===== src/hw/rtl/cdfbs_pkg.sv =====
`default_nettype none
// ----------------------------------------------------------------------------
// cdfbs_pkg
// Shared types and constants of the inverse-cdf binary search sampler.
// ----------------------------------------------------------------------------
package cdfbs_pkg;

   localparam int SUM_W  = 42;   // prefix sums, 11 integer and 31 fraction bits
   localparam int PROB_W = 32;   // probability, 1 integer and 31 fraction bits
   localparam int RAND_W = 31;   // uniform value, 31 fraction bits
   localparam int IDX_W  = 11;   // sample index on the result channel
   localparam int CSR_W  = 4;    // qubit count register

   localparam logic [SUM_W-1:0] SUM_MAX       = {SUM_W{1'b1}};
   localparam logic [CSR_W-1:0] QUBITS_RESET  = CSR_W'(10);

   localparam logic OP_LOAD   = 1'b0;
   localparam logic OP_SAMPLE = 1'b1;

   typedef struct packed {
      logic              op;
      logic [PROB_W-1:0] probability;
      logic [RAND_W-1:0] random_value;
   } req_type;

   typedef struct packed {
      logic [IDX_W-1:0] sample_index;
      logic             retry;
   } rsp_type;

   // start of one sample in the search unit
   typedef struct packed {
      logic              search;   // table complete, run the binary search
      logic              reject;   // table incomplete, answer with retry
      logic [RAND_W-1:0] random_value;
   } srch_cmd_type;

   // finished sample leaving the search unit
   typedef struct packed {
      logic             valid;
      logic [IDX_W-1:0] sample_index;
      logic             retry;
   } srch_res_type;

endpackage : cdfbs_pkg
`default_nettype wire


===== src/hw/rtl/cdfbs_search.sv =====
`default_nettype none
// ----------------------------------------------------------------------------
// cdfbs_search
// Binary search sequencer: one table probe and one compare per cycle,
// with the next probe address chosen from both possible halves.
// ----------------------------------------------------------------------------
module cdfbs_search
   import cdfbs_pkg::*;
#(
   parameter int MAX_QUBITS = 10
) (
   input  wire logic                  clock,
   input  wire logic                  reset,
   input  wire srch_cmd_type          cmd,
   input  wire logic [MAX_QUBITS:0]   dim,
   input  wire logic                  out_free,
   input  wire logic [SUM_W-1:0]      rd_data,
   output      logic [MAX_QUBITS-1:0] rd_addr,
   output      logic                  busy,
   output      srch_res_type          res
);

   localparam int DIM_W  = MAX_QUBITS + 1;
   localparam int ADDR_W = MAX_QUBITS;

   typedef enum logic [2:0] {
      ST_IDLE   = 3'b001,
      ST_SEARCH = 3'b010,
      ST_FINISH = 3'b100
   } state_type;

   state_type         state_ff, state_in;
   logic [DIM_W-1:0]  lo_ff, lo_in;
   logic [DIM_W-1:0]  hi_ff, hi_in;
   logic [DIM_W-1:0]  mid_ff, mid_in;
   logic [RAND_W-1:0] rand_ff, rand_in;
   logic              reject_ff, reject_in;

   logic             gt;
   logic [DIM_W:0]   sum_a, sum_b;
   logic [DIM_W-1:0] mid_a, mid_b;
   logic [DIM_W-1:0] span_a, span_b;
   logic [DIM_W-1:0] addr_a, addr_b;
   logic [DIM_W-1:0] init_hi, init_mid, init_addr;
   logic [DIM_W-1:0] next_lo, next_hi, next_mid;
   logic             done;

   // rd_data holds the cumulative value at mid_ff
   assign gt = (rd_data > SUM_W'(rand_ff));

   // lower half (lo, mid) and upper half (mid, hi) prepared in parallel
   assign sum_a  = (DIM_W + 1)'(lo_ff) + (DIM_W + 1)'(mid_ff);
   assign sum_b  = (DIM_W + 1)'(mid_ff) + (DIM_W + 1)'(hi_ff);
   assign mid_a  = sum_a[DIM_W:1];
   assign mid_b  = sum_b[DIM_W:1];
   assign span_a = mid_ff - lo_ff;
   assign span_b = hi_ff - mid_ff;
   assign addr_a = mid_a - DIM_W'(1);
   assign addr_b = mid_b - DIM_W'(1);

   assign next_lo  = gt ? lo_ff : mid_ff;
   assign next_hi  = gt ? mid_ff : hi_ff;
   assign next_mid = gt ? mid_a : mid_b;
   assign done     = gt ? (span_a <= DIM_W'(1)) : (span_b <= DIM_W'(1));

   assign init_hi   = dim + DIM_W'(1);
   assign init_mid  = init_hi >> 1;
   assign init_addr = init_mid - DIM_W'(1);

   always_comb begin
      if (state_ff == ST_SEARCH) begin
         rd_addr = gt ? addr_a[ADDR_W-1:0] : addr_b[ADDR_W-1:0];
      end else begin
         rd_addr = init_addr[ADDR_W-1:0];
      end
   end

   always_comb begin
      state_in  = state_ff;
      lo_in     = lo_ff;
      hi_in     = hi_ff;
      mid_in    = mid_ff;
      rand_in   = rand_ff;
      reject_in = reject_ff;
      case (state_ff)
         ST_IDLE: begin
            if (cmd.search) begin
               lo_in     = '0;
               hi_in     = init_hi;
               mid_in    = init_mid;
               rand_in   = cmd.random_value;
               reject_in = 1'b0;
               state_in  = ST_SEARCH;
            end else if (cmd.reject) begin
               lo_in     = '0;
               reject_in = 1'b1;
               state_in  = ST_FINISH;
            end
         end
         ST_SEARCH: begin
            lo_in  = next_lo;
            hi_in  = next_hi;
            mid_in = next_mid;
            if (done) begin
               state_in = ST_FINISH;
            end
         end
         ST_FINISH: begin
            if (out_free) begin
               state_in = ST_IDLE;
            end
         end
         default: begin
            state_in = ST_IDLE;
         end
      endcase
   end

   always_ff @(posedge clock) begin
      if (reset) begin
         state_ff <= ST_IDLE;
      end else begin
         state_ff <= state_in;
      end
   end

   always_ff @(posedge clock) begin
      lo_ff     <= lo_in;
      hi_ff     <= hi_in;
      mid_ff    <= mid_in;
      rand_ff   <= rand_in;
      reject_ff <= reject_in;
   end

   assign busy             = (state_ff != ST_IDLE);
   assign res.valid        = (state_ff == ST_FINISH) && out_free;
   assign res.sample_index = IDX_W'(lo_ff);
   assign res.retry        = reject_ff || (lo_ff == dim);

endmodule : cdfbs_search
`default_nettype wire


===== config.mk =====
export PLATFORM = sky130hd
export DESIGN_NAME = cdfbs_search
export DESIGN_NICKNAME = d
export VERILOG_FILES = /design/src/hw/rtl/cdfbs_pkg.sv /design/src/hw/rtl/cdfbs_search.sv
export SDC_FILE = /design/constraint.sdc
export NUM_CORES = 1
export LEC_CHECK = 0
export BUFFER_PORTS_ARGS = -buffer_cell sky130_fd_sc_hd__buf_2
export CORE_MARGIN = 10
export CORE_UTILIZATION = 40
export CTS_CLUSTER_DIAMETER = 150
export CTS_CLUSTER_SIZE = 10
export DETAILED_ROUTE_END_ITERATION = 6
export PLACE_DENSITY_LB_ADDON = 0.08
export SLEW_MARGIN = 20
export SYNTH_ARGS = -nofsm -noshare
export SYNTH_HDL_FRONTEND = slang
export SYNTH_SLANG_ARGS = --single-unit

===== constraint.sdc =====
create_clock -name clock -period 3.4 [get_ports clock]
set_clock_uncertainty 0.15 [all_clocks]
set_input_delay 0.34 -clock clock [delete_from_list [all_inputs] [get_ports clock]]
set_output_delay 0.34 -clock clock [all_outputs]
set_load 0.005 [all_outputs]

==> metrics.md <==
| Metric | Value |
|---|---|
| Outcome | finished with violations |
| Failing checks | setup timing |
| Worst path arrival time | 3470 ps |
| Worst reg-to-reg path cell count | 14 |
| Layout Nets | 960 |
| Clock Latency Late Sink | roughly 330 ps |
| Number of synthesized flops with an enable pin | 65 |
| Pleak | 3.55 nW |
| Area Growth Syn to Fin | 37.5% |
| Synth Cell Area | around 5700 um^2 |
| CP peak stage delay | approximately 360 ps |
| DIE HEIGHT | 139 um |
| Total via count in the routed design | 5011 |
| Area of the core | between 10000 and 15000 um^2 |
| Post-CTS Hold Fix Bufs | 0 |
| I/O pin count | 113 |
| First-pass GRT wire length | around 26000 um |
| First-pass DRT Iterations | 5 |
| Tcrit/Tclk final | 116% |
| CTS tree | yes |
| Hold EP | rand_ff[10] |
| Worst Path Max Fanout | 5 |
| Async S/R FF share, synth | 0% |
| Synthesized net count | approximately 760 |
| # port buffers | 112 |
| Post-synthesis register bit count | 68 |
| Clock Sinks | between 60 and 70 |
| Antenna fix cells | 0 |
| Non-filler cells, final | 977 |
| Total track usage | approximately 16% |
| Minimum clock period | approximately 4000 ps |
| Hold Crit Class | in -> reg |
| Die X | roughly 140 um |
| Slew margin rel. | roughly 44% |
| Critical Path Source Type | flip-flop |
| Reg clk slew, reported paths | around 60 ps |
| Crit Path Class | reg -> out |
| Synth Instances | slightly below 600 |
| Gpl congestion | ~0.91 |
| Setup WS post-layout | -557 ps |
| Slew Limit Fails | 0 |
| Max VDD drop | 0.000293 V |
| Min-delay src | cmd[10] |
| Placed Cells | about 950 |
| Distinct cells, synth | 68 |
| Register area share after synthesis | a little over a third |
| Total Power | roughly 5.9 mW |
| Syn_area_per_cell | 9.60 um^2 |
| CTS Buf Count | 9 |
| Peak Freq | between 200 and 300 MHz |
| Initial Utilization | 40.9% |
| Die area | 19300 um^2 |
| CP max stage cell | edfxtp_1 |
| HPWL Detailed | between 10000 and 15000 um |
| Pin count of the biggest net entering global routing | 32 |
| Crit. End Element | primary output |
| Number of cell rows | 43 |
| Max Root-Sink Buffers | 2 |
| Routed WL | approximately 16000 um |
| Detail Route Antenna Nets | 0 |
| Top_reg_cell synth | edfxtp_1 |
| Slew at the pin with the worst max-slew slack | about 840 ps |
| Reg2Reg Setup Slack | about 140 ps |
| Reg2reg end | state_ff[2] |
| PwrDens | between 700 and 800 nW/um^2 |
| Setup-failing EPs final | 9 |
| Cell Chain, Critical Path | inv_1, ha_4, and2_4, a221o_1, a221oi_2, o32ai_4, o21ai_4, mux2i_1, o21a_2, nand2_2, buf_4, and4bb_1, xor2_1, buf_2 |
| Req. time, crit path | a little under 3000 ps |
| Hold path depth | 1 |
| Origin of the critical flop-to-flop path | mid_ff[0] |
| Hold Vio Cnt, Final | 0 |
| Max-Cap Viols | 0 |
| Share of layout cells above drive strength 1 | between 30% and 40% |
| GRT Residual Overflow | 0 |
| Synth warn | 0 |
| Mean routed wirelength per cell | 16.8 um |
| Starting DRT DRC Count | between 200 and 250 |
| Root buf cell | clkbuf_16 |
| H-tree depth | 3 |
| DRC violation count after routing | 0 |
| RSZ-0062 raised after global routing | yes |
| Vias in the first global route | between 5000 and 6000 |
| Vias per inst | about 5.1 |
| Initial antenna violation count | 0 |
-- cell usage in the layout, fill, tap and decap left out, drive strengths merged, types with 12 or more instances in the layout --
cell type  instances
nand3             12
xor2              19
inv               86
nor3              13
xnor2             30
nand2             21
edfxtp            65
nor2              51
clkbuf            14
ha                75
buf              202
a21oi             41
o21ai             26
-- how the worst max path moves through the flow --
stage	from	end	slack, ps
after global routing	rand_ff[1]	rd_addr[9]	-700
after detailed placement	rd_data[25]	rd_addr[7]	-390
after global placement	mid_ff[0]	state_ff[2]	-410
after floorplan	rd_data[19]	rd_addr[9]	30
final	rand_ff[21]	rd_addr[9]	-560
after CTS	rand_ff[15]	rd_addr[9]	-550
-- metrics by stage --
step           hold slack [ps]  cell area [um^2]  utilization [%]  setup slack, ps  setup TNS (ps)
4_1_cts                   16.7              7520             54.1             -546           -3800
3_3_place_gp               366              7000             50.4             -406           -3630
5_1_grt                   21.4              7800             56.2             -699           -5180
6_report                  31.2              7800             56.2             -557           -3760
3_5_place_dp               368              7000             50.4             -390           -3840
2_1_floorplan              263              5680                -             27.0               0
-- routing by layer --
metal  global-route usage [%]  wire, um
met5                        0         0
met4                     5.88       344
met3                     4.14       942
met2                     26.6      7640
met1                     20.0      7480
-- power by group --
part	switching, mW	total, mW	internal, mW
combinational	1.96	3.62	1.66
sequential	0.165	1.41	1.24
clock	0.342	0.874	0.532
-- registers in the layout, indices dropped and copies added (netlist names) --
| signal | count |
|---|---|
| lo_ff | 11 |
| state_ff | 3 |
| mid_ff | 11 |
| hi_ff | 11 |
| reject_ff | 1 |
| rand_ff | 31 |
-- Yosys cell counts, drive strengths merged (2+ instances only) --
master    n  share of area [%]
inv      86                5.7
ha       75                 17
edfxtp   65                 34
nor2     51                3.4
a21oi    41                3.7
xnor2    30                4.6
o21ai    26                2.4
nand2    21                1.4
xor2     19                2.9
nor3     13                1.1
clkbuf   12               0.79
nand3    12                1.1
a211oi    9                1.4
nand2b    9               0.99
nor2b     9               0.99
o21bai    9                1.2
nor4      8                1.4
mux2i     7                1.2
o31ai     7               0.93
a21o      6               0.79
a31oi     6               0.66
and4      6               0.97
o211ai    5               0.75
a21boi    4               0.53
a221oi    4               0.73
and2      4               0.44
and3      4               0.53
fa        4                1.4
or2       4               0.49
a221o     3               0.55
dfxtp     3                1.1
nand4     3               0.33
o21a      3               0.40
a2111oi   2               0.42
a311oi    2               0.31
a31o      2               0.31
nor3b     2               0.35
-- cell type report --
| class | instances | area, um^2 |
|---|---|---|
| Fill cell | 1261 | 6080 |
| Multi-Input combinational cell | 424 | 3670 |
| Sequential cell | 68 | 2010 |
| Timing Repair Buffer | 202 | 1280 |
| Inverter | 87 | 329 |
| Clock buffer | 14 | 264 |
| Tap cell | 180 | 225 |
| Clock inverter | 2 | 10.0 |
-- critical path, delay by kind of cell, from the launching register on --
kind            cells  cell delay [ps]
simple gates        3              510
fa+ha+maj           1              210
buf+inv             3              420
xor+xnor            1              140
flops               1              360
mux                 1              220
compound gates      5             1290
-- kinds of logic (layout without fill, tap and decap cells) --
family / Yosys count / after routing / synth area share [%]
AOI/OAI and AO/OA: 138 / 138 / 16.7
buffers and inverters: 99 / 305 / 6.55
DFF: 68 / 68 / 35.5
xor gates and xnor gates: 49 / 49 / 7.57
muxes: 7 / 7 / 1.24
adders and majority gates: 79 / 79 / 18.0
and+or+nand+nor: 151 / 151 / 14.5
-- repair_timing --
item	in CTS	in global routing
gates resized for setup	40	44
setup endpoints to repair	12	13
cloned	0	0
pin swaps	14	27
setup buffers	5	10
No activity file was read; power rests on OpenSTA's default activity.
