==> src/hw/rtl/cdfbs_pkg.sv <==
`default_nettype none
// ----------------------------------------------------------------------------
// cdfbs_pkg
// Shared types and constants of the inverse-cdf binary search sampler.
// ----------------------------------------------------------------------------
package cdfbs_pkg;

   localparam int SUM_W  = 42;   // prefix sums, 11 integer and 31 fraction bits
   localparam int PROB_W = 32;   // probability, 1 integer and 31 fraction bits
   localparam int RAND_W = 31;   // uniform value, 31 fraction bits
   localparam int IDX_W  = 11;   // sample index on the result channel
   localparam int CSR_W  = 4;    // qubit count register

   localparam logic [SUM_W-1:0] SUM_MAX       = {SUM_W{1'b1}};
   localparam logic [CSR_W-1:0] QUBITS_RESET  = CSR_W'(10);

   localparam logic OP_LOAD   = 1'b0;
   localparam logic OP_SAMPLE = 1'b1;

   typedef struct packed {
      logic              op;
      logic [PROB_W-1:0] probability;
      logic [RAND_W-1:0] random_value;
   } req_type;

   typedef struct packed {
      logic [IDX_W-1:0] sample_index;
      logic             retry;
   } rsp_type;

   // start of one sample in the search unit
   typedef struct packed {
      logic              search;   // table complete, run the binary search
      logic              reject;   // table incomplete, answer with retry
      logic [RAND_W-1:0] random_value;
   } srch_cmd_type;

   // finished sample leaving the search unit
   typedef struct packed {
      logic             valid;
      logic [IDX_W-1:0] sample_index;
      logic             retry;
   } srch_res_type;

endpackage : cdfbs_pkg
`default_nettype wire

==> src/hw/rtl/cdfbs_loader.sv <==
`default_nettype none
// ----------------------------------------------------------------------------
// cdfbs_loader
// Running prefix sum over loaded probabilities with saturation, and the
// fill position of the cumulative table.
// ----------------------------------------------------------------------------
module cdfbs_loader
   import cdfbs_pkg::*;
#(
   parameter int MAX_QUBITS = 10
) (
   input  wire logic                  clock,
   input  wire logic                  reset,
   input  wire logic                  clear,
   input  wire logic                  load,
   input  wire logic [PROB_W-1:0]     probability,
   input  wire logic [MAX_QUBITS:0]   dim,
   output      logic                  wr_en,
   output      logic [MAX_QUBITS-1:0] wr_addr,
   output      logic [SUM_W-1:0]      wr_data,
   output      logic [MAX_QUBITS:0]   load_pos,
   output      logic                  loaded
);

   localparam int DIM_W  = MAX_QUBITS + 1;
   localparam int ADDR_W = MAX_QUBITS;

   logic [DIM_W-1:0] pos_ff, pos_in;
   logic [SUM_W-1:0] sum_ff, sum_in;
   logic             wrap;
   logic [DIM_W-1:0] base_pos;
   logic [SUM_W-1:0] base_sum;
   logic [SUM_W:0]   add;
   logic [SUM_W-1:0] sat_sum;

   // a load after a full table starts a new one
   assign wrap     = (pos_ff >= dim);
   assign base_pos = wrap ? '0 : pos_ff;
   assign base_sum = wrap ? '0 : sum_ff;
   assign add      = {1'b0, base_sum} + (SUM_W + 1)'(probability);
   assign sat_sum  = add[SUM_W] ? SUM_MAX : add[SUM_W-1:0];

   always_comb begin
      pos_in = pos_ff;
      sum_in = sum_ff;
      if (clear) begin
         pos_in = '0;
         sum_in = '0;
      end else if (load) begin
         pos_in = base_pos + DIM_W'(1);
         sum_in = sat_sum;
      end
   end

   always_ff @(posedge clock) begin
      if (reset) begin
         pos_ff <= '0;
         sum_ff <= '0;
      end else begin
         pos_ff <= pos_in;
         sum_ff <= sum_in;
      end
   end

   assign wr_en    = load && !clear;
   assign wr_addr  = base_pos[ADDR_W-1:0];
   assign wr_data  = sat_sum;
   assign load_pos = pos_ff;
   assign loaded   = (pos_ff == dim);

endmodule : cdfbs_loader
`default_nettype wire

==> config.mk <==
export PLATFORM = sky130hd
export DESIGN_NAME = cdfbs_loader
export DESIGN_NICKNAME = d
export VERILOG_FILES = /design/src/hw/rtl/cdfbs_pkg.sv /design/src/hw/rtl/cdfbs_loader.sv
export SDC_FILE = /design/constraint.sdc
export NUM_CORES = 1
export LEC_CHECK = 0
export BUFFER_PORTS_ARGS = -buffer_cell sky130_fd_sc_hd__buf_4
export CORE_MARGIN = 8
export CORE_UTILIZATION = 25
export DETAILED_ROUTE_END_ITERATION = 8
export HOLD_SLACK_MARGIN = 0.05
export SETUP_SLACK_MARGIN = 0.05
export SLEW_MARGIN = 20
export SYNTH_ARGS = -nofsm -noshare
export SYNTH_HDL_FRONTEND = slang
export SYNTH_SLANG_ARGS = --single-unit
export TNS_END_PERCENT = 100
==> constraint.sdc <==
create_clock -name clock -period 12.5 [get_ports clock]
set_input_delay 1.25 -clock clock [delete_from_list [all_inputs] [get_ports clock]]
set_output_delay 1.25 -clock clock [all_outputs]
set_load 0.05 [all_outputs]
==> summary by stage, run 1 <==
Finish
Of the cells placed in the final design, the portion with a size suffix greater than 1 is between 10% and 20%. The number of antenna diodes is 0. Measured on the finished design, the core utilization comes to 31.4%. The number of inserted filler cells in the final layout is approximately 2100.

The finished cells cover 6080 um2. For this run, the post-layout net count is 850. The number of standard cells in the layout, taps in and fillers out is 1023. The relative area change from synthesis to final layout is 23.5%.

CTS
The post-CTS setup buffer count is 0. The clock tree root driver cell is sky130_fd_sc_hd__clkbuf_16. The H-tree generated during clock tree synthesis spans 2 levels.

The total number of clock tree sinks is 53. TritonCTS built the clock tree. The clock edge transition at the registers on the reported setup and hold paths is 0.08 ns. At the later pin of the worst-skew pair, clock insertion delay measures 0.30 ns. The cts-stage hold buffer count is 0. The number of gates resized after CTS was 0. The maximum buffer depth of the clock tree is 2.

The number of clock buffers added by TritonCTS is 5.

Global route
The number of global-route vias before repair is 5120. The initial antenna violation count is 0. Global routing finished with a remaining overflow of 0. The largest net degree at the start of global routing is 88.

Global routing used 13.1% of the available tracks. The first global-routing pass estimated 26500 um of wire.

Die
The die height is about 160 um. The core region is 19400 um2. The initialized floorplan defines 51 standard-cell rows.

The die outline area is 24500 um2. The number of I/O pins is 112. The width of the chip is 156 um. The initial cell density of the core is 25.4%.

STA
Static timing analysis puts the maximum clock frequency at about 140 MHz. The max-slew violation count is 0. The total negative slack is 0 ns. The measured slew at the worst slew-check pin is ~0.89 ns. Setup repair after global routing left no endpoint under its margin. The worst pin sits at a relative slew slack of 40.2%. The final worst clock skew is 0.00981 ns. The number of endpoints with negative hold slack in the final report is 0.

Of the available clock period, the critical path in the final layout requires 59.1%. Setup violations remaining at the end of the flow were counted as 0. The routed design could run at a clock period as short as about 7.4 ns.

Worst hold path
The path category of the worst min-delay check is reg2reg. The worst hold path was traced through 2 stages. The startpoint of the lowest-slack hold path is sum_ff[0]$_SDFFE_PP0P_. The worst hold path terminates at sum_ff[0]$_SDFFE_PP0P_.

Synthesis
The count of flip-flops with a built-in enable after synthesis is 0. The number of warnings issued by yosys is 0. By area the synthesized netlist is led by sky130_fd_sc_hd__dfxtp_1 22%, sky130_fd_sc_hd__ha_1 11%, sky130_fd_sc_hd__o21ai_0 7.2%. The leading area contributor after synthesis is sky130_fd_sc_hd__dfxtp_1. The sequential fraction of the synthesis area is 21.5%. The commonest cells after synthesis are 76 x sky130_fd_sc_hd__nand2_1, 71 x sky130_fd_sc_hd__o21ai_0, 62 x sky130_fd_sc_hd__a21oi_1, 53 x sky130_fd_sc_hd__dfxtp_1, 46 x sky130_fd_sc_hd__and3_1.

The number of nets in the synthesized netlist is 777. In the synthesized netlist, the number of instances is 685. Synthesis instantiated 58 different standard cells from the library. In this run, synthesis produced a sequential element count of 53. The most numerous cell in the Yosys netlist is sky130_fd_sc_hd__nand2_1. The average instance in the mapped netlist occupies 7.19 um2. The synthesized netlist occupies a cell area of 4930 um2. The top-area cell type share of the netlist area is a little over a fifth. The most common flop cell mapped by yosys is sky130_fd_sc_hd__dfxtp_1. The post-synthesis async set-or-reset flop share is 0%.

Placed design
The final weighted congestion of routability-driven global placement is approximately 0.87. In this run the tool buffered the top-level ports with approximately 110 buffer cells. The number of placed instances, taps included, is 1016. The instance area at placement is 5920 um2. The half-perimeter wire length of the detailed placement result is 12100 um.

Critical path
On the worst path, the slowest cell contributes a delay of 0.59 ns. For the worst setup path, the data required time is roughly 11 ns. The startpoint of the worst-slack reg-to-reg timing path is load_pos[3]$_SDFFE_PP0P_. The largest driver fanout on the critical path is 63. The worst setup slack for register-to-register paths is 7.23 ns. Measured in cells, the most critical reg-to-reg path has a length of 18. The worst path buffer plus inverter count is 5. The startpoint class of the critical path is an input pin.

The worst setup path is of the in2out kind. The worst-path cell with the longest stage delay is sky130_fd_sc_hd__a31oi_2. The endpoint arrival time on the critical path is 6.13 ns.

Counting stages on the worst path, the most repeated cell is sky130_fd_sc_hd__buf_4. The signal on the critical path passes through buf_4 > inv_1 > ha_1 > a21o_1 > a21oi_1 > o211ai_1 > o2111ai_2 > buf_4 > and3_1 > ha_1 > fa_1 > a211oi_1 > o211ai_1 > a21oi_1 > a31oi_2 > a31oi_2 > or3_2 > buf_4 > o21ai_0 > buf_4. STA classifies the critical path endpoint as an output port. In this run the critical register-to-register path is captured at sum_ff[39]$_SDFFE_PP0P_. Among cell families on the critical path, the largest total delay comes from compound AO/OA/AOI/OAI gates.

Drt
The post-detailed-route count of antenna-violating nets is 0. In the routed design, unresolved DRC markers number 0. The mean routed wirelength per cell is 15.9 um.

Using the TritonRoute via totals, the vias-per-cell ratio works out to about 5. Across all layers, the routed design uses 5207 vias. For this run, the detailed router's first-pass iteration total came to 5. The aggregate routed wire length is approximately 16000 um. The iteration-0 DRC count of the detailed router is roughly 360.

Power
The clock share of power is around 29%. In this run the power spent charging and discharging nets is about 0.22 mW. The proportion of power drawn by combinational gates is between 30% and 40%. The internal power consumption is roughly 0.34 mW. The total power density per cell area is around 92 nW/um2.

The share of total power dissipated in sequential elements is 31.5%. The leakage power is roughly 2.7 nW. The worst voltage drop across the vdd grid is 0.0000521 V. The fraction of power spent switching nets is 39.2%.

Outcome
The run finished with clean final reports.

Job
The number of max-cap violations is 0.
## worst reg2reg max path: stages, from the launching register on
cell and delay (ns):
sky130_fd_sc_hd__dfxtp_1 0.54, sky130_fd_sc_hd__ha_1 0.23, sky130_fd_sc_hd__a21o_1 0.11, sky130_fd_sc_hd__a21oi_1 0.06, sky130_fd_sc_hd__o211ai_1 0.18, sky130_fd_sc_hd__o2111ai_2 0.13, sky130_fd_sc_hd__buf_4 0.26, sky130_fd_sc_hd__and3_1 0.25
sky130_fd_sc_hd__ha_1 0.21, sky130_fd_sc_hd__fa_1 0.43, sky130_fd_sc_hd__a211oi_1 0.31, sky130_fd_sc_hd__o211ai_1 0.15, sky130_fd_sc_hd__a21oi_1 0.30, sky130_fd_sc_hd__a31oi_2 0.19, sky130_fd_sc_hd__a31oi_2 0.59, sky130_fd_sc_hd__or3_2 0.30
sky130_fd_sc_hd__buf_4 0.56, sky130_fd_sc_hd__a32o_1 0.29, sky130_fd_sc_hd__nor3_2 0.05
## how the worst max path moves through the flow
stage / end / startpoint / depth (start not counted)
finish: wr_data[39] / dim[4] / 20
global route: wr_data[39] / dim[4] / 20
CTS: wr_data[39] / dim[4] / 20
detailed placement: wr_data[39] / dim[4] / 20
global placement: wr_data[41] / dim[4] / 20
floorplan: wr_data[36] / dim[0] / 18
## flip-flops by register name, indices dropped and copies added (netlist names)
name,flops
sum_ff,42
load_pos,11
## per-layer routing
layer  GRT usage [%]  wire length [um]  vias to the layer above  part of all wire (%)
li1                -                 -                     2637                     -
met1            17.2              7760                     2419                    48
met2            21.3              7290                      134                    45
met3            3.34               965                       17                   5.9
met4            2.97               248                        0                   1.5
met5               0                 0                        -                     0
## area by class of cell
class / instances / area (um2) / area share, %
Clock inverter: 2 / 38.8 / 0.638
Clock buffer: 5 / 125 / 2.06
Multi-Input combinational cell: 557 / 3570 / 58.7
Timing Repair Buffer: 114 / 856 / 14.1
Inverter: 27 / 101 / 1.67
Tap cell: 265 / 332 / 5.45
Sequential cell: 53 / 1060 / 17.4
## logic make-up (layout without fill, tap and decap cells)
group                      Yosys count  count (layout)  synth area share (%)
xor gates and xnor gates            41              41                  7.29
buffers and inverters               75             148                  6.38
adders and majority gates           45              45                  11.6
and+or+nand+nor                    232             232                  23.2
AOI/OAI and AO/OA                  232             232                  28.6
muxes                                7               7                  1.45
DFF                                 53              53                  21.5
## power groups by stage
stage                     logic (mW)  clock network (mW)  registers [mW]
after floorplan                0.155                   0           0.180
after global placement         0.222                   0           0.181
after detailed placement       0.221                   0           0.181
after CTS                      0.222               0.168           0.177
after global routing           0.238               0.173           0.177
final                          0.220               0.164           0.177
## metrics by stage
step	worst slack [ns]	total power, mW	hold slack, ns
floorplan	5.67	0.335	0.482
global placement	5.21	0.402	0.510
detailed placement	5.14	0.402	0.509
CTS	5.11	0.567	0.529
global route	4.76	0.588	0.557
finish	5.12	0.561	0.526
## cells in the final DEF (no fill, tap or decap), types with 2 or more instances in the layout
master and count:
sky130_fd_sc_hd__a31oi_1 34, sky130_fd_sc_hd__o21ai_1 2, sky130_fd_sc_hd__clkbuf_16 5, sky130_fd_sc_hd__or3_1 4, sky130_fd_sc_hd__and3_1 46, sky130_fd_sc_hd__o211ai_1 12, sky130_fd_sc_hd__nand4_1 16, sky130_fd_sc_hd__nor3_1 11
sky130_fd_sc_hd__ha_1 44, sky130_fd_sc_hd__o2111ai_2 2, sky130_fd_sc_hd__o21a_1 7, sky130_fd_sc_hd__o21bai_1 3, sky130_fd_sc_hd__and4_1 2, sky130_fd_sc_hd__o21ai_0 71, sky130_fd_sc_hd__a211oi_1 8, sky130_fd_sc_hd__or2_2 2
sky130_fd_sc_hd__a21o_1 10, sky130_fd_sc_hd__and2_1 2, sky130_fd_sc_hd__nor4_1 4, sky130_fd_sc_hd__nand3_1 15, sky130_fd_sc_hd__nand2b_1 3, sky130_fd_sc_hd__mux2i_1 6, sky130_fd_sc_hd__inv_1 27, sky130_fd_sc_hd__a21boi_0 4
sky130_fd_sc_hd__a21oi_1 61, sky130_fd_sc_hd__dfxtp_1 53, sky130_fd_sc_hd__nand2_1 76, sky130_fd_sc_hd__a31oi_2 2, sky130_fd_sc_hd__buf_4 114, sky130_fd_sc_hd__nor2_1 42, sky130_fd_sc_hd__xor2_1 19, sky130_fd_sc_hd__xnor2_1 22
sky130_fd_sc_hd__nor2b_1 2, sky130_fd_sc_hd__o311ai_0 2
Note: power is estimated with default switching activity, not from simulation.
==> run 2, diff against run 1 <==
--- a/config.mk
+++ b/config.mk
@@ -5,6 +5,7 @@
 export SDC_FILE = /design/constraint.sdc
 export NUM_CORES = 1
 export LEC_CHECK = 0
+export ABC_AREA = 1
 export BUFFER_PORTS_ARGS = -buffer_cell sky130_fd_sc_hd__buf_4
 export CORE_MARGIN = 8
 export CORE_UTILIZATION = 25
==> constraint.sdc (replaced) <==
create_clock -name clock -period 6.16 [get_ports clock]
set_input_delay 0.616 -clock clock [delete_from_list [all_inputs] [get_ports clock]]
set_output_delay 0.616 -clock clock [all_outputs]
set_load 0.05 [all_outputs]
==> run 2 against run 1 <==
Against the previous run:
- sequential power increased by 100%
- final cell count increased by 32%
- largest cell class unchanged
- clock skew increased by 0.0027 ns
- via count increased by 16%
- cell area increased by 13%
- sequential cell count unchanged
==> summary by stage, run 2 <==
Outcome
The run finished with clean final reports.

STA
Setup violations remaining at the end of the flow were counted as 0. Final hold analysis gives a worst-case slack of 0.523 ns. The max-slew violation count was 0. Based on the critical path, the design can be clocked at up to 188 MHz.

The headroom to the max-slew limit is 48.7%. The number of endpoints with negative hold slack in the final report was 0. For the final routed database, the setup TNS stands at 0 ns. The clock arrives with 0.0125 ns of skew. At the pin with the least slew margin, the transition time is 0.767 ns.

The final critical delay including setup and external delays is 5.33 ns. Setup repair after global routing left no endpoint under its margin. The final worst-path cycle share is 86.5%.

CTS
The maximum buffer depth of the clock tree is 2. The H-tree generated during clock tree synthesis spans 2 levels. The number of gates resized after CTS was 0.

The latest clock arrival within the worst-skew pair is 0.32 ns. The total number of clock tree sinks is 53. Buffers added to address setup during post-CTS repair amount to 0. The root buffer cell chosen for the clock tree is sky130_fd_sc_hd__clkbuf_16. The CTS tree is built. The total CTS buffers is 5.

The cts-stage hold buffer count is 0. The clock edge transition at the registers on the reported setup and hold paths is ~0.080 ns.

Synthesis
The post-synthesis async set-or-reset flop share is 0%. Synthesis produced a netlist whose cell count is 967. The synthesized net count is 1059. The post-synthesis area per instance is 5.83 um2.

The count of flip-flops with a built-in enable after synthesis is 0. For this run, the leading register cell type out of synthesis is sky130_fd_sc_hd__dfxtp_1. The sequential fraction of the synthesis area is between 10% and 20%. The leading area contributor after synthesis is sky130_fd_sc_hd__dfxtp_1. For this run, the number of Yosys warnings is 0. Sorting the synthesized cells by area gives the leading types as sky130_fd_sc_hd__dfxtp_1 19%, sky130_fd_sc_hd__nand2_1 15%, sky130_fd_sc_hd__inv_1 13%. The top-area cell type share of the netlist area is 18.8%. Counting distinct cell types in the post-synthesis netlist gives 41. The flip-flop and latch count after synthesis is 53. The netlist area before placement is around 5600 um2. After synthesis, the most frequently instantiated cells are 224 x sky130_fd_sc_hd__nand2_1, 196 x sky130_fd_sc_hd__inv_1, 125 x sky130_fd_sc_hd__nor2_1, 77 x sky130_fd_sc_hd__a21oi_1, 53 x sky130_fd_sc_hd__dfxtp_1. The most numerous cell in the Yosys netlist is sky130_fd_sc_hd__nand2_1.

Critical path
The critical path start-end classification is reg2out. The critical register-to-register path endpoint is sum_ff[36]$_SDFFE_PP0P_. The worst setup path is launched from a register. The endpoint arrival time on the critical path is 4.71 ns. STA puts the critical path data required time at 5.54 ns. The worst register-to-register path has a setup slack of about 1.7 ns. In this run the worst path has a maximum fanout of 25. The number of cell instances on the worst register-to-register path is 26. In this run the critical register-to-register path is launched from load_pos[0]$_SDFFE_PP0P_. STA classifies the critical path endpoint as an output port.

Finish
The number of inserted filler cells in the final layout is around 2500. The number of antenna diodes is 0. Cells with a size suffix above 1 make up 17.5% of the layout.

The number of flip-flops in the largest register is 42. The finished cells cover 6880 um2. The count of nets after finishing is around 1200. Leaving out fill and tap cells, the most frequent cell in the layout is sky130_fd_sc_hd__nand2_1. The relative area change from synthesis to final layout is 22.0%.

The register with the most flip-flops in the final layout is sum_ff. In the layout the commonest cells are 224 x sky130_fd_sc_hd__nand2_1, 195 x sky130_fd_sc_hd__inv_1, 125 x sky130_fd_sc_hd__nor2_1. The total area of multi-input combinational cells is 3680 um2. The number of standard cells in the layout, taps in and fillers out is around 1400. The register cell area after layout is 1060 um2.

Power
For this design the ratio of total power to cell area is ~170 nW/um2. In this run the static leakage power is 3.91 nW. Net switching is 43.1% of the power. Per report_power, the clock group accounts for a little over a quarter of the total. The worst voltage drop across the vdd grid is about 0.0001 V.

The internal power of the cells totals 0.671 mW. The reported net switching power is 0.508 mW. The proportion of power drawn by combinational gates is 43.1%. Registers are responsible for a little under a third of the overall power.

Drt
The final routed DRC violation total is 0. After detailed routing, the number of vias per cell comes to ~4.5. The detailed router finished its first iteration with roughly 350 violations. The via count of the routed design is 6037. The number of detailed-routing iterations run before antenna repair is 5. The mean routed wirelength per cell is 13.5 um.

The count of nets left with antenna violations once routing finished came out at 0. Wires add up to 18200 um.

Placed design
The half-perimeter wire length of the detailed placement result is 14900 um. The number of cells after detailed placement is 1343. The final weighted congestion of routability-driven global placement is between 0.9 and 1.

The instance area at placement is ~6700 um2. In this run the tool buffered the top-level ports with 111 buffer cells.

Global route
The number of global-route vias before repair came to slightly below 6000. Entering global routing, the biggest net connects 49 pins. The global-route wire length before repair is 29600 um. The initial antenna violation count is 0.

Global routing consumed, over all layers together, 13.1% of the routing resources. Summed over all layers, the global routing overflow is 0.

Worst hold path
The startpoint identified for the worst hold timing path is load_pos[5]$_SDFFE_PP0P_. The path category of the worst min-delay check is reg2reg. The worst hold path passes through 2 cells. The end of the worst hold path is load_pos[5]$_SDFFE_PP0P_.

Die
The initialized floorplan defines 55 standard-cell rows. For this configuration, the core starts out at a cell density of between 20% and 30%. The floorplan step set the die height to 166 um. The area of the core is 22400 um2. The die outline area is 27600 um2.

In this run the horizontal extent of the chip is 166 um. Pin placement for this block handled 112 I/O pins.

Job
The number of max-cap violations is 0.
run 2: power groups by stage:
| stage | logic [mW] | registers (mW) | clock network (mW) |
|---|---|---|---|
| 6_report | 0.508 | 0.362 | 0.309 |
| 4_1_cts | 0.513 | 0.362 | 0.326 |
| 3_5_place_dp | 0.511 | 0.370 | 0 |
| 3_3_place_gp | 0.510 | 0.370 | 0 |
| 2_1_floorplan | 0.357 | 0.370 | 0 |
| 5_1_grt | 0.554 | 0.363 | 0.332 |
run 2: how the worst max path moves through the flow:
stage,endpoint,slack [ns],start
after floorplan,wr_data[37],1.38,load_pos[0]$_SDFFE_PP0P_
after global placement,wr_data[35],0.87,dim[10]
after detailed placement,wr_data[36],0.85,dim[10]
after CTS,wr_data[36],0.81,load_pos[0]$_SDFFE_PP0P_
after global routing,wr_data[36],0.38,load_pos[0]$_SDFFE_PP0P_
final,wr_data[36],0.83,load_pos[0]$_SDFFE_PP0P_
run 2: per-layer routing:
layer  share of wire (%)  vias up  track usage [%]
met5                   0        -                0
met2                  46      142             22.7
met4                 2.3        0             3.99
li1                    -     3195                -
met1                  46     2676             16.1
met3                 5.4       24             2.52
run 2: cells by family after synthesis:
| kind of cell | after synthesis | share of synthesized area (%) |
|---|---|---|
| buffers and inverters | 225 | 15.8 |
| flip-flops | 53 | 18.8 |
| XOR/XNOR | 21 | 3.26 |
| adder cells (fa/ha/maj) | 45 | 10.1 |
| AND/OR/NAND/NOR | 480 | 38.3 |
| AO/OA/AOI/OAI | 143 | 13.7 |
run 2: stage by stage:
| step | setup slack [ns] | power [mW] | utilization, % |
|---|---|---|---|
| floorplan | 1.38 | 0.727 | - |
| global placement | 0.875 | 0.880 | 30.1 |
| detailed placement | 0.846 | 0.881 | 30.1 |
| CTS | 0.807 | 1.20 | 30.7 |
| global route | 0.378 | 1.25 | 30.7 |
| finish | 0.832 | 1.18 | 30.7 |
run 2: area by class of cell:
cell class / instances / area share, %
multi-input combinational: 689 / 53.5
clock buffer: 5 / 1.82
inverter: 199 / 10.9
timing repair buffer: 117 / 12.8
sequential: 53 / 15.4
tap: 285 / 5.19
clock inverter: 3 / 0.382
run 2: critical path, cell delays in order, from the launching register on:
cell and delay (ns):
sky130_fd_sc_hd__dfxtp_1 0.44, sky130_fd_sc_hd__inv_1 0.09, sky130_fd_sc_hd__ha_1 0.30, sky130_fd_sc_hd__nand2_1 0.05, sky130_fd_sc_hd__nor2_1 0.10, sky130_fd_sc_hd__nand3_1 0.08, sky130_fd_sc_hd__nand2_1 0.10, sky130_fd_sc_hd__inv_1 0.09
sky130_fd_sc_hd__nand2_2 0.46, sky130_fd_sc_hd__nor2_1 0.09, sky130_fd_sc_hd__ha_1 0.24, sky130_fd_sc_hd__fa_1 0.38, sky130_fd_sc_hd__nand2_1 0.09, sky130_fd_sc_hd__nand3_1 0.09, sky130_fd_sc_hd__nand3_1 0.08, sky130_fd_sc_hd__nand2_1 0.12
sky130_fd_sc_hd__nand2_1 0.10, sky130_fd_sc_hd__nand2_1 0.13, sky130_fd_sc_hd__nand2_1 0.09, sky130_fd_sc_hd__nand2_1 0.08, sky130_fd_sc_hd__nand2_1 0.11, sky130_fd_sc_hd__nand2_2 0.10, sky130_fd_sc_hd__nand2_4 0.23, sky130_fd_sc_hd__buf_4 0.36
sky130_fd_sc_hd__nand3_2 0.15, sky130_fd_sc_hd__buf_4 0.22
==> run 3, diff against run 2 <==
--- a/config.mk
+++ b/config.mk
@@ -7,10 +7,13 @@
 export LEC_CHECK = 0
 export ABC_AREA = 1
 export BUFFER_PORTS_ARGS = -buffer_cell sky130_fd_sc_hd__buf_4
+export CELL_PAD_IN_SITES_DETAIL_PLACEMENT = 0
+export CELL_PAD_IN_SITES_GLOBAL_PLACEMENT = 1
 export CORE_MARGIN = 8
 export CORE_UTILIZATION = 25
 export DETAILED_ROUTE_END_ITERATION = 8
 export HOLD_SLACK_MARGIN = 0.05
+export PLACE_DENSITY_LB_ADDON = 0.1
 export SETUP_SLACK_MARGIN = 0.05
 export SLEW_MARGIN = 20
 export SYNTH_ARGS = -nofsm -noshare
==> run 3 against run 2 <==
Against the previous run:
- via count down 3.2%
- largest power group unchanged
- sequential power about the same
- critical endpoint is now wr_data[11]
- sequential cell count unchanged
- highest routed layer unchanged
- total power up 0.27%
- clock skew down 0.0074 ns
- cell area about the same
==> summary by stage, run 3 (synthesized netlist as in run 2, its figures left out) <==
Outcome
The flow ran to the end, and the final reports show no timing, DRC or antenna violations.

Global route
The met1 routing resource usage after global routing is a little under a fifth. The global-route wire length before repair is 31800 um. The initial antenna violation count came to 0. The total global routing overflow is 0.

The met3 routing resource usage after global routing is 3.38%. The overall fraction of global-route tracks in use is 14.4%. Global routing used 24.3% of the available met2 tracks.

The number of global-route vias before repair is 5966. The layer carrying the most global-route usage is met2. The largest net degree at the start of global routing is 49.

Power
Cell internal power was estimated by the tool at between 0.6 and 0.7 mW. The reported net switching power is 0.513 mW. The worst voltage drop across the vdd grid is 0.000102 V.

In this run switching power makes up 43.4% of total power. The share of total power dissipated in the clock network is between 20% and 30%. The total power is 1.18 mW. The part of the power in registers is between 30% and 40%. The leakage power is 3.90 nW. Combinational logic burns a little over two fifths of the power.

Power spread over the standard cell area amounts to roughly 170 nW/um2.

Finish
Once layout is done, the placed cells without fillers occupy 6870 um2. The count of nets after finishing is 1156. Once layout is complete, the utilization of the core stands at roughly 30%. The largest register by flop count is sum_ff. The post-route netlist has 17.4% of its cells at a drive strength greater than 1.

In the layout the commonest cells are 224 x sky130_fd_sc_hd__nand2_1, 195 x sky130_fd_sc_hd__inv_1, 125 x sky130_fd_sc_hd__nor2_1. The relative area change from synthesis to final layout is 22.0%. For this run, the number of standard cells in the final layout without fillers is 1350.

After filler insertion, the fill cell instance count of the layout stands at 2562. 0 antenna diodes ended up in the layout. The library cell used most frequently in the layout, excluding fill and tap cells, is sky130_fd_sc_hd__nand2_1. The number of flip-flops in the largest register is 42.

Die
During I/O placement, the number of pins put on the boundary was between 100 and 150. For this configuration, the core starts out at a cell density of 25.2%. The floorplan step set the die width to between 150 and 200 um.

After floorplanning, the core was sized to cover 22400 um2. The count of standard-cell rows is 55. The die outline area is between 20000 and 30000 um2. The floorplan step set the die height to between 150 and 200 um.

Placed design
The worst slack after detailed placement is 1.00 ns. At the end of routability-driven placement, the weighted congestion stood at 0.780. The number of port buffers is 111. Detailed placement finished with a half-perimeter wire length of 16000 um. The instance area at placement is 6730 um2. In this run, placement finished with an instance count of 1342.

CTS
The clock net in this run drives a total of 53 sinks. The post-cts resize count is 0. The number of clock buffers added by TritonCTS is 5. The latest clock arrival within the worst-skew pair is 0.31 ns.

No sink is reached through more buffers than the 2 on the longest clock path. Buffers added to address setup during post-CTS repair amount to 0. After clock tree synthesis, the flow added hold-fix buffers numbering 0. Clock-pin slew was measured on the worst setup and hold paths at 0.08 ns. The maximum level of the CTS H-tree is 2.

TritonCTS built the clock tree. The tree is rooted in a sky130_fd_sc_hd__clkbuf_16.

Critical path
By startpoint and endpoint, the worst setup path is classified as reg2out. The slowest stage of the critical path belongs to the cell sky130_fd_sc_hd__buf_4. STA puts the critical path data required time at 5.54 ns. For the worst flop-to-flop path, the logic depth is 23.

Traced cell by cell, the critical path runs through ha_1 > nand2_1 > nor2_1 > nand2_1 > nor2_1 > nor2_2 > nand2_2 > buf_4 > nor2_1 > ha_1 > a21oi_1 > o21ai_1 > a21oi_1 > nand2_1 > nand2_1 > nand2_1 > nand2_1 > nand2_2 > nand2_4 > buf_12 > nand3_2 > buf_4. The largest driver fanout on the critical path is 33. The worst register-to-register path has a setup slack of approximately 1.9 ns. Data arrives at the worst endpoint at 4.47 ns. The nature of the critical path endpoint is an output port. In this design, the critical path's most frequently occurring cell is sky130_fd_sc_hd__nand2_1.

The startpoint of the worst-slack reg-to-reg timing path is load_pos[6]$_SDFFE_PP0P_. The worst register-to-register path ends at sum_ff[9]$_SDFFE_PP0P_. In this design, the stage delay of the slowest critical-path cell is around 0.39 ns. The startpoint class of the critical path is a register.

Worst hold path
In this run the most critical hold path is launched from load_pos[5]$_SDFFE_PP0P_. The path category of the worst min-delay check is reg2reg. The number of cells on the worst hold path is 2.

The worst hold path terminates at load_pos[5]$_SDFFE_PP0P_.

STA
The setup slack of the critical path after layout is between 1 and 1.5 ns. The total negative slack is 0 ns. The total of endpoints with negative setup slack in the final report is 0. The max-slew violation count came to 0. Setup repair after global routing left no endpoint under its margin. For the pin with the worst max-slew slack, the measured transition is 1.03 ns. The final critical delay including setup and external delays is 5.09 ns.

The maximum clock frequency is between 150 and 200 MHz. The number of endpoints with negative hold slack in the final report was 0. After layout, the worst path uses a little over 80% of the clock period.

On the final layout, the worst hold slack is 0.531 ns. The final worst clock skew is 0.00511 ns. The worst pin sits at a relative slew slack of between 30% and 40%.

Drt
The mean routed wirelength per cell is 14.6 um. The final routed DRC violation total is 0. The first detailed-routing pass took 4 iterations. In the routed layout, each cell is associated on average with a via count of about 4.3. The final route contains 5842 vias. For this block, the routed nets add up to 19700 um of wire. The post-detailed-route count of antenna-violating nets is 0. For this block, the initial DRC count from the detailed router was 249.

Job
Across the run, the number of max-cap violations was 0.
## run 3: worst max path at each step
stage | startpoint | to | slack [ns] | cells after the start
floorplan | load_pos[0]$_SDFFE_PP0P_ | wr_data[37] | 1.38 | 27
global placement | dim[6] | wr_data[9] | 1.03 | 24
detailed placement | dim[6] | wr_data[11] | 1.0 | 24
CTS | load_pos[6]$_SDFFE_PP0P_ | wr_data[11] | 0.96 | 22
global route | load_pos[6]$_SDFFE_PP0P_ | wr_data[9] | 0.50 | 22
finish | load_pos[6]$_SDFFE_PP0P_ | wr_data[11] | 1.07 | 22
## run 3: area by class of cell
cell class	count	area [um2]	share of cell area (%)
Multi-Input combinational cell	689	3680	53.6
Sequential cell	53	1060	15.4
Timing Repair Buffer	116	883	12.9
Inverter	199	747	10.9
Tap cell	285	357	5.19
Clock buffer	6	129	1.87
Clock inverter	2	15.0	0.218
## run 3: per-layer routing
layer  up-vias  routed length [um]
met5         -                   0
met4         0                 155
met3         9                1040
met2       107                9130
met1      2533                9400
li1       3193                   -
## run 3: power groups by stage
stage | Combinational, mW | Clock, mW | Sequential, mW
after floorplan | 0.357 | 0 | 0.370
after global placement | 0.520 | 0 | 0.369
after detailed placement | 0.517 | 0 | 0.370
after CTS | 0.519 | 0.335 | 0.362
after global routing | 0.560 | 0.346 | 0.363
final | 0.509 | 0.312 | 0.361
## run 3: worst max-delay path: cells and delay by family, from the launching register on
kind | cells | cell delay, ns
flops | 1 | 0.38
fa+ha+maj | 2 | 0.67
buf+inv | 3 | 0.84
compound gates | 3 | 0.45
simple gates | 14 | 1.77
